`config.mk`:
```
export PLATFORM = sky130hd
export DESIGN_NAME = scaled_blit_address_generator
export DESIGN_NICKNAME = d
export VERILOG_FILES = /design/src/rtl/sbag_pkg.sv /design/src/rtl/sbag_div.sv /design/src/rtl/sbag_datapath.sv /design/src/rtl/sbag_ctrl.sv /design/src/rtl/scaled_blit_address_generator.sv
export VERILOG_INCLUDE_DIRS = /design/src /design/src/rtl
export SDC_FILE = /design/constraint.sdc
export NUM_CORES = 2
export LEC_CHECK = 0
export CORE_ASPECT_RATIO = 0.6
export CORE_MARGIN = 5
export CORE_UTILIZATION = 61
export CTS_BUF_LIST = sky130_fd_sc_hd__clkbuf_2
export DETAILED_ROUTE_END_ITERATION = 6
export DONT_BUFFER_PORTS = 1
export GPL_ROUTABILITY_DRIVEN = 0
export MAX_ROUTING_LAYER = met4
export PLACE_DENSITY = 0.77
export RECOVER_POWER = 100
export SYNTH_ARGS = -nofsm -noshare
export SYNTH_HDL_FRONTEND = slang
export SYNTH_HIERARCHICAL = 1
export SYNTH_SLANG_ARGS = --single-unit
```
`constraint.sdc`:
```
create_clock -name aclk -period 9.5 [get_ports aclk]
set_clock_uncertainty 0.05 [all_clocks]
set_input_delay 1.9 -clock aclk [delete_from_list [all_inputs] [get_ports aclk]]
set_output_delay 1.9 -clock aclk [all_outputs]
set_load 0.1 [all_outputs]
```
`src/rtl/scaled_blit_address_generator_defines.svh`:
```
// Assertion macros shared by the scaled blit address generator RTL
`ifndef SCALED_BLIT_ADDRESS_GENERATOR_DEFINES_SVH
`define SCALED_BLIT_ADDRESS_GENERATOR_DEFINES_SVH

// Same-cycle implication, checked on aclk and off during reset
`define SBAG_ASSERT_IMP(label, ante, cons, msg) \
    label: assert property (@(posedge aclk) disable iff (!aresetn) (ante) |-> (cons)) \
        else $error(msg);

// Next-cycle implication, checked on aclk and off during reset
`define SBAG_ASSERT_NXT(label, ante, cons, msg) \
    label: assert property (@(posedge aclk) disable iff (!aresetn) (ante) |=> (cons)) \
        else $error(msg);

`endif

```
`src/rtl/sbag_pkg.sv`:
```
// Shared types and constants for the scaled blit address generator
package sbag_pkg;

    localparam int COORD_BITS_DEF = 16;
    localparam int FRAC_BITS_DEF  = 16;
    localparam int ADDR_W         = 32;
    localparam int PITCH_W        = 18;
    localparam int CFG_IDX_W      = 3;
    localparam int CFG_DATA_W     = 32;
    // 4 bytes per pixel
    localparam int PIXEL_SHIFT    = 2;

    typedef enum logic {
        OP_START = 1'b0,
        OP_STEP  = 1'b1
    } op_t;

    typedef enum logic [CFG_IDX_W-1:0] {
        REG_CLIP_LEFT   = 3'd0,
        REG_CLIP_RIGHT  = 3'd1,
        REG_CLIP_TOP    = 3'd2,
        REG_CLIP_BOTTOM = 3'd3,
        REG_SRC_BASE    = 3'd4,
        REG_SRC_PITCH   = 3'd5,
        REG_DST_BASE    = 3'd6,
        REG_DST_PITCH   = 3'd7
    } cfg_idx_t;

    typedef enum logic [3:0] {
        ST_IDLE,
        ST_CHECK,
        ST_DIV_X,
        ST_WAIT_X,
        ST_DIV_Y,
        ST_WAIT_Y,
        ST_MUL,
        ST_SRC,
        ST_EMIT
    } state_t;

    // Controller to datapath
    typedef struct packed {
        logic start;
        logic div_go;
        logic div_sel_y;
        logic cap_scale;
        logic mul;
        logic src;
        logic emit;
    } sbag_cmd_t;

    // Datapath to controller
    typedef struct packed {
        logic active;
        logic div_busy;
        logic out_free;
    } sbag_sts_t;

endpackage

```
`src/rtl/sbag_div.sv`:
```
// Restoring divider, one quotient bit per cycle
`include "scaled_blit_address_generator_defines.svh"

module sbag_div #(
    parameter int NUM_W = 31,
    parameter int DEN_W = 15
) (
    input  logic             aclk,
    input  logic             aresetn,
    input  logic             start,
    input  logic [NUM_W-1:0] num,
    input  logic [DEN_W-1:0] den,
    output logic             busy,
    output logic [NUM_W-1:0] quot
);

    localparam int CNT_W = $clog2(NUM_W + 1);

    logic [CNT_W-1:0] cnt_reg, cnt_next;
    logic [NUM_W-1:0] quo_reg, quo_next;
    logic [DEN_W-1:0] rem_reg, rem_next;
    logic [DEN_W-1:0] den_reg, den_next;
    logic [DEN_W:0]   shifted;
    logic [DEN_W:0]   diff;
    logic             ge;

    // One restoring step: shift in next numerator bit, subtract if it fits
    always_comb begin
        shifted = {rem_reg, quo_reg[NUM_W-1]};
        diff    = shifted - {1'b0, den_reg};
        ge      = (shifted >= {1'b0, den_reg});
        cnt_next = cnt_reg;
        quo_next = quo_reg;
        rem_next = rem_reg;
        den_next = den_reg;
        if (start) begin
            cnt_next = CNT_W'(NUM_W);
            quo_next = num;
            rem_next = '0;
            den_next = den;
        end else if (cnt_reg != '0) begin
            cnt_next = cnt_reg - CNT_W'(1);
            quo_next = {quo_reg[NUM_W-2:0], ge};
            rem_next = ge ? diff[DEN_W-1:0] : shifted[DEN_W-1:0];
        end
    end

    // Hold the count under reset
    always_ff @(posedge aclk) begin
        if (!aresetn) begin
            cnt_reg <= '0;
        end else begin
            cnt_reg <= cnt_next;
        end
    end

    // Advance the working registers
    always_ff @(posedge aclk) begin
        quo_reg <= quo_next;
        rem_reg <= rem_next;
        den_reg <= den_next;
    end

    assign busy = (cnt_reg != '0);
    assign quot = quo_reg;

    `SBAG_ASSERT_IMP(a_div_no_restart, start, cnt_reg == '0, "divider restarted while busy")

endmodule

```
`src/rtl/sbag_datapath.sv`:
```
// Datapath: config registers, clipping, scale ratios and address arithmetic
`include "scaled_blit_address_generator_defines.svh"

module sbag_datapath #(
    parameter int COORD_BITS = 16,
    parameter int FRAC_BITS  = 16
) (
    input  logic                                      aclk,
    input  logic                                      aresetn,
    input  sbag_pkg::sbag_cmd_t                       cmd,
    output sbag_pkg::sbag_sts_t                       sts,
    input  logic                                      cfg_we,
    input  logic [sbag_pkg::CFG_IDX_W-1:0]            cfg_index,
    input  logic [sbag_pkg::CFG_DATA_W-1:0]           cfg_data,
    input  logic signed [COORD_BITS-1:0]              s_src_x,
    input  logic signed [COORD_BITS-1:0]              s_src_y,
    input  logic [COORD_BITS-2:0]                     s_src_w,
    input  logic [COORD_BITS-2:0]                     s_src_h,
    input  logic signed [COORD_BITS-1:0]              s_dst_x,
    input  logic signed [COORD_BITS-1:0]              s_dst_y,
    input  logic [COORD_BITS-2:0]                     s_dst_w,
    input  logic [COORD_BITS-2:0]                     s_dst_h,
    output logic                                      m_valid,
    input  logic                                      m_ready,
    output logic [sbag_pkg::ADDR_W-1:0]               m_src_addr,
    output logic [sbag_pkg::ADDR_W-1:0]               m_dst_addr,
    output logic                                      m_last
);
    import sbag_pkg::*;

    localparam int CW     = COORD_BITS;
    localparam int SW     = COORD_BITS - 1;
    localparam int NUM_W  = SW + FRAC_BITS;
    localparam int PROD_W = SW + NUM_W;

    // Configuration registers
    logic signed [CW-1:0] clip_left_reg, clip_right_reg, clip_top_reg, clip_bottom_reg;
    logic [ADDR_W-1:0]    src_base_reg, dst_base_reg;
    logic [PITCH_W-1:0]   src_pitch_reg, dst_pitch_reg;

    // Blit state
    logic                 active_reg, active_next;
    logic signed [CW-1:0] left_reg, right_reg, bottom_reg;
    logic signed [CW-1:0] row_reg, row_next, col_reg, col_next;
    logic signed [CW-1:0] org_sx_reg, org_sy_reg, org_dx_reg, org_dy_reg;
    logic [SW-1:0]        sw_reg, sh_reg, dw_reg, dh_reg;
    logic [NUM_W-1:0]     xs_reg, ys_reg;

    // Address pipeline registers
    logic [PROD_W-1:0]    px_reg, py_reg;
    logic [ADDR_W-1:0]    dprod_reg, spro_reg, sx4_reg;
    logic                 m_valid_reg;
    logic [ADDR_W-1:0]    m_src_addr_reg, m_dst_addr_reg;
    logic                 m_last_reg;

    // Start-item clipping
    logic signed [CW:0]   dx_end, dy_end, clip_r_ext, clip_b_ext, r_wide, b_wide;
    logic signed [CW-1:0] clip_l, clip_t, clip_r, clip_b;
    logic                 nonempty;

    // Step arithmetic
    logic signed [CW:0]   ox_full, oy_full, sx, sy, col_inc, row_inc;
    logic signed [CW:0]   right_ext, bottom_ext;
    logic [SW-1:0]        ox, oy, offx, offy;
    logic [ADDR_W-1:0]    row32, col32, sx32, sy32, dpitch32, spitch32;
    logic                 fin;

    // Divider hookup
    logic [NUM_W-1:0]     div_num, div_quot;
    logic [SW-1:0]        div_den;
    logic                 div_busy;

    // Clip the destination rectangle against the clip registers
    always_comb begin
        dx_end     = $signed({s_dst_x[CW-1], s_dst_x}) + $signed({2'b00, s_dst_w});
        dy_end     = $signed({s_dst_y[CW-1], s_dst_y}) + $signed({2'b00, s_dst_h});
        clip_r_ext = $signed({clip_right_reg[CW-1], clip_right_reg});
        clip_b_ext = $signed({clip_bottom_reg[CW-1], clip_bottom_reg});
        clip_l     = (clip_left_reg > s_dst_x) ? clip_left_reg : s_dst_x;
        clip_t     = (clip_top_reg > s_dst_y) ? clip_top_reg : s_dst_y;
        r_wide     = (clip_r_ext < dx_end) ? clip_r_ext : dx_end;
        b_wide     = (clip_b_ext < dy_end) ? clip_b_ext : dy_end;
        clip_r     = r_wide[CW-1:0];
        clip_b     = b_wide[CW-1:0];
        nonempty   = (clip_l < clip_r) && (clip_t < clip_b) &&
                     (s_dst_w != '0) && (s_dst_h != '0);
    end

    // Select divider operands for the x or y ratio
    assign div_num = cmd.div_sel_y ? {sh_reg, {FRAC_BITS{1'b0}}} : {sw_reg, {FRAC_BITS{1'b0}}};
    assign div_den = cmd.div_sel_y ? dh_reg : dw_reg;

    sbag_div #(
        .NUM_W (NUM_W),
        .DEN_W (SW)
    ) u_div (
        .aclk    (aclk),
        .aresetn (aresetn),
        .start   (cmd.div_go),
        .num     (div_num),
        .den     (div_den),
        .busy    (div_busy),
        .quot    (div_quot)
    );

    // Offsets into the destination rectangle and scaled source offsets
    always_comb begin
        ox_full  = $signed({col_reg[CW-1], col_reg}) - $signed({org_dx_reg[CW-1], org_dx_reg});
        oy_full  = $signed({row_reg[CW-1], row_reg}) - $signed({org_dy_reg[CW-1], org_dy_reg});
        ox       = ox_full[SW-1:0];
        oy       = oy_full[SW-1:0];
        offx     = px_reg[FRAC_BITS +: SW];
        offy     = py_reg[FRAC_BITS +: SW];
        sx       = $signed({org_sx_reg[CW-1], org_sx_reg}) + $signed({2'b00, offx});
        sy       = $signed({org_sy_reg[CW-1], org_sy_reg}) + $signed({2'b00, offy});
        row32    = {{(ADDR_W-CW){row_reg[CW-1]}}, row_reg};
        col32    = {{(ADDR_W-CW){col_reg[CW-1]}}, col_reg};
        sx32     = {{(ADDR_W-CW-1){sx[CW]}}, sx};
        sy32     = {{(ADDR_W-CW-1){sy[CW]}}, sy};
        dpitch32 = {{(ADDR_W-PITCH_W){1'b0}}, dst_pitch_reg};
        spitch32 = {{(ADDR_W-PITCH_W){1'b0}}, src_pitch_reg};
    end

    // Walk the clipped area row-major and flag the final request
    always_comb begin
        col_inc     = $signed({col_reg[CW-1], col_reg}) + $signed((CW+1)'(1));
        row_inc     = $signed({row_reg[CW-1], row_reg}) + $signed((CW+1)'(1));
        right_ext   = $signed({right_reg[CW-1], right_reg});
        bottom_ext  = $signed({bottom_reg[CW-1], bottom_reg});
        fin         = (col_inc == right_ext) && (row_inc == bottom_ext);
        active_next = active_reg;
        col_next    = col_reg;
        row_next    = row_reg;
        if (cmd.start) begin
            active_next = nonempty;
            col_next    = clip_l;
            row_next    = clip_t;
        end else if (cmd.emit) begin
            if (col_inc >= right_ext) begin
                col_next = left_reg;
                row_next = row_inc[CW-1:0];
                if (row_inc >= bottom_ext) begin
                    active_next = 1'b0;
                end
            end else begin
                col_next = col_inc[CW-1:0];
            end
        end
    end

    // Write configuration registers
    always_ff @(posedge aclk) begin
        if (!aresetn) begin
            clip_left_reg   <= '0;
            clip_right_reg  <= '0;
            clip_top_reg    <= '0;
            clip_bottom_reg <= '0;
            src_base_reg    <= '0;
            src_pitch_reg   <= '0;
            dst_base_reg    <= '0;
            dst_pitch_reg   <= '0;
        end else if (cfg_we) begin
            unique case (cfg_index)
                REG_CLIP_LEFT:   clip_left_reg   <= cfg_data[CW-1:0];
                REG_CLIP_RIGHT:  clip_right_reg  <= cfg_data[CW-1:0];
                REG_CLIP_TOP:    clip_top_reg    <= cfg_data[CW-1:0];
                REG_CLIP_BOTTOM: clip_bottom_reg <= cfg_data[CW-1:0];
                REG_SRC_BASE:    src_base_reg    <= cfg_data[ADDR_W-1:0];
                REG_SRC_PITCH:   src_pitch_reg   <= cfg_data[PITCH_W-1:0];
                REG_DST_BASE:    dst_base_reg    <= cfg_data[ADDR_W-1:0];
                REG_DST_PITCH:   dst_pitch_reg   <= cfg_data[PITCH_W-1:0];
                default: ;
            endcase
        end
    end

    // Control state: blit active flag and output valid
    always_ff @(posedge aclk) begin
        if (!aresetn) begin
            active_reg  <= 1'b0;
            m_valid_reg <= 1'b0;
        end else begin
            active_reg <= active_next;
            if (cmd.emit) begin
                m_valid_reg <= 1'b1;
            end else if (m_ready) begin
                m_valid_reg <= 1'b0;
            end
        end
    end

    // Latch the start request and walk position
    always_ff @(posedge aclk) begin
        row_reg <= row_next;
        col_reg <= col_next;
        if (cmd.start) begin
            left_reg   <= clip_l;
            right_reg  <= clip_r;
            bottom_reg <= clip_b;
            org_sx_reg <= s_src_x;
            org_sy_reg <= s_src_y;
            org_dx_reg <= s_dst_x;
            org_dy_reg <= s_dst_y;
            sw_reg     <= s_src_w;
            sh_reg     <= s_src_h;
            dw_reg     <= s_dst_w;
            dh_reg     <= s_dst_h;
        end
        if (cmd.cap_scale) begin
            if (cmd.div_sel_y) begin
                ys_reg <= div_quot;
            end else begin
                xs_reg <= div_quot;
            end
        end
    end

    // Address pipeline: products, then source coordinates, then sums
    always_ff @(posedge aclk) begin
        if (cmd.mul) begin
            px_reg    <= ox * xs_reg;
            py_reg    <= oy * ys_reg;
            dprod_reg <= ADDR_W'(row32 * dpitch32);
        end
        if (cmd.src) begin
            spro_reg <= ADDR_W'(sy32 * spitch32);
            sx4_reg  <= sx32 << PIXEL_SHIFT;
        end
        if (cmd.emit) begin
            m_src_addr_reg <= src_base_reg + spro_reg + sx4_reg;
            m_dst_addr_reg <= dst_base_reg + dprod_reg + (col32 << PIXEL_SHIFT);
            m_last_reg     <= fin;
        end
    end

    assign sts.active   = active_reg;
    assign sts.div_busy = div_busy;
    assign sts.out_free = !m_valid_reg || m_ready;

    assign m_valid    = m_valid_reg;
    assign m_src_addr = m_src_addr_reg;
    assign m_dst_addr = m_dst_addr_reg;
    assign m_last     = m_last_reg;

    `SBAG_ASSERT_IMP(a_walk_in_bounds, active_reg, (col_reg >= left_reg) && (col_reg < right_reg) && (row_reg < bottom_reg), "walk position left the clipped area")
    `SBAG_ASSERT_IMP(a_emit_into_free, cmd.emit, !m_valid_reg || m_ready, "result overwrote a pending request")
    `SBAG_ASSERT_NXT(a_last_ends_blit, cmd.emit && fin, !active_reg, "blit still active after last request")

endmodule

```
`src/rtl/sbag_ctrl.sv`:
```
// Controller: sequences start handling, ratio division and request generation
module sbag_ctrl (
    input  logic                aclk,
    input  logic                aresetn,
    input  logic                s_valid,
    output logic                s_ready,
    input  logic                s_op,
    input  sbag_pkg::sbag_sts_t sts,
    output sbag_pkg::sbag_cmd_t cmd
);
    import sbag_pkg::*;

    state_t state_reg, state_next;

    // Hold state
    always_ff @(posedge aclk) begin
        if (!aresetn) begin
            state_reg <= ST_IDLE;
        end else begin
            state_reg <= state_next;
        end
    end

    // Next state and commands
    always_comb begin
        state_next = state_reg;
        cmd        = '0;
        unique case (state_reg)
            ST_IDLE: begin
                if (s_valid) begin
                    if (s_op == OP_START) begin
                        cmd.start  = 1'b1;
                        state_next = ST_CHECK;
                    end else if (sts.active) begin
                        state_next = ST_MUL;
                    end
                end
            end
            // Drop an empty blit, otherwise compute both ratios
            ST_CHECK: begin
                state_next = sts.active ? ST_DIV_X : ST_IDLE;
            end
            ST_DIV_X: begin
                cmd.div_go = 1'b1;
                state_next = ST_WAIT_X;
            end
            ST_WAIT_X: begin
                if (!sts.div_busy) begin
                    cmd.cap_scale = 1'b1;
                    state_next    = ST_DIV_Y;
                end
            end
            ST_DIV_Y: begin
                cmd.div_go    = 1'b1;
                cmd.div_sel_y = 1'b1;
                state_next    = ST_WAIT_Y;
            end
            ST_WAIT_Y: begin
                cmd.div_sel_y = 1'b1;
                if (!sts.div_busy) begin
                    cmd.cap_scale = 1'b1;
                    state_next    = ST_IDLE;
                end
            end
            ST_MUL: begin
                cmd.mul    = 1'b1;
                state_next = ST_SRC;
            end
            ST_SRC: begin
                cmd.src    = 1'b1;
                state_next = ST_EMIT;
            end
            // Load the output register once it is free, then advance
            ST_EMIT: begin
                if (sts.out_free) begin
                    cmd.emit   = 1'b1;
                    state_next = ST_IDLE;
                end
            end
            default: begin
                state_next = ST_IDLE;
            end
        endcase
    end

    assign s_ready = (state_reg == ST_IDLE);

endmodule

```
`src/rtl/scaled_blit_address_generator.sv`:
```
// Step request: the multiply, coordinate and address-sum stages of the shared datapath form
// the result, which waits in the emit state for a free output register; no new request is
// accepted before then. Start request: an empty clipped area ends after the check state,
// else the one-bit-per-cycle divider runs once per axis to form the x and y scale ratios.
// The output register lets the next request be accepted while a result waits.
// Synchronous active-low reset clears all configuration registers and leaves the engine idle.
`include "scaled_blit_address_generator_defines.svh"

module scaled_blit_address_generator #(
    parameter int COORD_BITS = sbag_pkg::COORD_BITS_DEF,
    parameter int FRAC_BITS  = sbag_pkg::FRAC_BITS_DEF
) (
    input  logic                                 aclk,
    input  logic                                 aresetn,
    input  logic                                 cfg_valid,
    output logic                                 cfg_ready,
    input  logic [sbag_pkg::CFG_IDX_W-1:0]       cfg_index,
    input  logic [sbag_pkg::CFG_DATA_W-1:0]      cfg_data,
    input  logic                                 s_valid,
    output logic                                 s_ready,
    input  logic                                 s_op,
    input  logic signed [COORD_BITS-1:0]         s_src_x,
    input  logic signed [COORD_BITS-1:0]         s_src_y,
    input  logic [COORD_BITS-2:0]                s_src_w,
    input  logic [COORD_BITS-2:0]                s_src_h,
    input  logic signed [COORD_BITS-1:0]         s_dst_x,
    input  logic signed [COORD_BITS-1:0]         s_dst_y,
    input  logic [COORD_BITS-2:0]                s_dst_w,
    input  logic [COORD_BITS-2:0]                s_dst_h,
    output logic                                 m_valid,
    input  logic                                 m_ready,
    output logic [sbag_pkg::ADDR_W-1:0]          m_src_addr,
    output logic [sbag_pkg::ADDR_W-1:0]          m_dst_addr,
    output logic                                 m_last
);
    import sbag_pkg::*;

    sbag_cmd_t cmd;
    sbag_sts_t sts;

    // Registers take a write in any cycle
    assign cfg_ready = 1'b1;

    sbag_ctrl u_ctrl (
        .aclk    (aclk),
        .aresetn (aresetn),
        .s_valid (s_valid),
        .s_ready (s_ready),
        .s_op    (s_op),
        .sts     (sts),
        .cmd     (cmd)
    );

    sbag_datapath #(
        .COORD_BITS (COORD_BITS),
        .FRAC_BITS  (FRAC_BITS)
    ) u_datapath (
        .aclk       (aclk),
        .aresetn    (aresetn),
        .cmd        (cmd),
        .sts        (sts),
        .cfg_we     (cfg_valid && cfg_ready),
        .cfg_index  (cfg_index),
        .cfg_data   (cfg_data),
        .s_src_x    (s_src_x),
        .s_src_y    (s_src_y),
        .s_src_w    (s_src_w),
        .s_src_h    (s_src_h),
        .s_dst_x    (s_dst_x),
        .s_dst_y    (s_dst_y),
        .s_dst_w    (s_dst_w),
        .s_dst_h    (s_dst_h),
        .m_valid    (m_valid),
        .m_ready    (m_ready),
        .m_src_addr (m_src_addr),
        .m_dst_addr (m_dst_addr),
        .m_last     (m_last)
    );

endmodule

```
==> results.cfg <==
[layout]
nFillCells = 9714
drive_gt1_share_pct = 6.41
area_growth_pct = 4.52
final_nets = 9483

[global_route]
use_met2_pct = 45.0
grt_pass1_vias = 56100
antenna_found_initial = 24
use_met1_pct = 50.9
globalRoute.busiestLayer = met1
gr-usage-all-layers_pct = 34.9
grt_start_max_net_pins = 177
overflow = 0
grt_first_pass_wirelength_um = 336000
grt_util_met3_pct = 12.8

[logic_synthesis]
yosys_register_bits = 676
synth-edff-count = 486
syn_inst = 7629
synthArstFlopShare_pct = 0
synth_cell_types = 98
netlist_area_um2 = 75100
synthFlopType = edfxtp_1
avgSynthCellArea_um2 = 9.85
yosys_warnings = 6
ys_seq_area_share_pct = 24.5

[floorplanning]
top_level_ports = 233
initial_core_util_pct = 61.6
die_h_um = 282
rows = 99
die_w_um = 463
design.core.area_um2 = 122000
die-area_um2 = 130000

[worst_setup_path]
reg2reg_to = u_datapath/py_reg[30]
cp-startpoint = u_datapath/row_reg[0]
reg2regPathDepth = 35
worstReg2RegStart = u_datapath/row_reg[0]
crit_arrival_ns = 10.40
path_class = reg2reg
path_buf_inv = 5
crit_path_frequent_cell = fa_1
crit_path_end_kind = flop
rrSetupSlack_ns = 0.37
cp-endpoint = u_datapath/py_reg[30]
slowest_delay_ns = 0.52
critical_path.top_delay_family = adder cells
critPathLaunchType = flop
critical-path-slowest-cell = fa_1
cp_num_cells = 35
critPathMaxFanout = 15
worstPathRequired_ns = 10.77

[timing]
fmax_ghz = 0.109
worst_pin_slew_ns = 4.08
min_period_ns = 9.13
drv_slew = 712
relSlewSlack_pct = -172
fin_setup_tns_ns = 0
hold_viol = 0
setup_viol = 0
hold_ws_ns = 0.298
period_share_pct = 96.1

[clock_network]
cts_tree = built
numCtsBuffers = 162
clock_path_buffers = 3
htreeDepth = 4
root_buffer = clkbuf_2
holdBufCountCts = 0
clock_latency_ns = 1.61
numClockSinks = 676
path_clk_slew_ns = 0.15

[worst_hold_path]
min_path_type = in2reg
hold_depth = 0

[placed_design]
port_buffers = 0
hpwl_um = 171000

[flow_run]
drv_cap = 17

[drt]
drtIter0Drc = 6310
vias = 55600
routed_wl_um = 219000
ant_nets = 0
wl_per_cell_um = 23.3
drt_first_pass_iters = 6
routed_via_density = 5.91
drc = 0

[status]
violations = max-capacitance violations, max-slew violations
status = finished, violations left
how the worst min path moves through the flow:
stage / start / to / slack [ns]
floorplan: u_datapath/u_div/rem_reg[14] / u_datapath/u_div/rem_reg[14] / 0.38
global placement: u_datapath/u_div/rem_reg[14] / u_datapath/u_div/rem_reg[14] / 0.39
detailed placement: u_datapath/clip_left_reg[0] / u_datapath/clip_left_reg[0] / 0.41
CTS: s_src_x[1] / u_datapath/org_sx_reg[1] / 0.11
global route: s_src_x[0] / u_datapath/org_sx_reg[0] / 0.14
finish: s_src_x[0] / u_datapath/org_sx_reg[0] / 0.30
per-layer routing:
| layer | up-vias | share of wire, % |
|---|---|---|
| met1 | 27400 | 42 |
| met5 | - | 0 |
| met4 | 0 | 3.2 |
| li1 | 24200 | - |
| met2 | 3604 | 39 |
| met3 | 412 | 16 |
kinds of logic after synthesis:
family / after synthesis / share of synthesized area (%)
and+or+nand+nor: 2284 / 14.4
adders and majority gates: 1700 / 39.1
buffers and inverters: 1666 / 8.42
AOI/OAI and AO/OA: 831 / 7.58
DFF: 676 / 24.5
xor gates and xnor gates: 296 / 3.51
muxes: 174 / 2.54
other: 2 / 0.0100
cells in the final DEF (no fill, tap or decap), types with 131 or more instances in the layout:
| cell | count |
|---|---|
| edfxtp_1 | 486 |
| a21oi_1 | 173 |
| dfxtp_1 | 190 |
| nand2_1 | 1182 |
| xnor2_1 | 222 |
| inv_1 | 1360 |
| a21boi_0 | 181 |
| fa_1 | 1076 |
| and2_1 | 478 |
| o21ai_0 | 131 |
| ha_1 | 623 |
| nor2_1 | 198 |
| clkbuf_2 | 251 |
cells in the mapped netlist, drive strengths merged, types with 44 or more instances:
master / count / area (um^2)
inv: 1361 / 5110
nand2: 1182 / 4440
fa: 1077 / 21600
ha: 623 / 7790
and2: 488 / 3050
edfxtp: 486 / 14600
clkbuf: 271 / 1040
xnor2: 233 / 2060
nor2: 201 / 759
dfxtp: 190 / 3800
a21boi: 183 / 1380
a21oi: 177 / 901
o21ai: 145 / 737
mux2: 128 / 1450
nor2b: 106 / 663
a21o: 98 / 743
nand2b: 69 / 439
xor2: 61 / 534
nand3: 55 / 275
nor3: 53 / 270
mux2i: 46 / 460
o21a: 44 / 330
cell type report:
type / count / area, um^2 / share of cell area, %
antenna: 42 / 105 / 0.134
clock buffer: 250 / 1250 / 1.59
clock inverter: 50 / 284 / 0.362
inverter: 1362 / 5110 / 6.51
multi-input combinational: 5302 / 50600 / 64.4
sequential: 676 / 18400 / 23.4
tap: 1616 / 2020 / 2.58
timing repair buffer: 114 / 777 / 0.990
stage by stage:
stage / util [%] / setup WS [ns] / cells / area, um^2
4_1_cts: 64.5 / 0.0715 / 9367 / 78600
3_3_place_gp: 63.2 / 0.269 / 9067 / 77000
5_1_grt: 64.4 / -0.00364 / 9412 / 78500
6_report: 64.4 / 0.366 / 9412 / 78500
3_5_place_dp: 63.2 / 0.184 / 9067 / 77000
2_1_floorplan: - / 0.544 / 7644 / 75200
what timing repair did:
item	in CTS	in global routing
buffers inserted	0	2
resized for setup	0	11
endpoints found under the setup margin	0	5
Power is left out: the tool's default activity adds up to more than one toggle a clock period on the data nets, which glitch-free logic cannot reach.
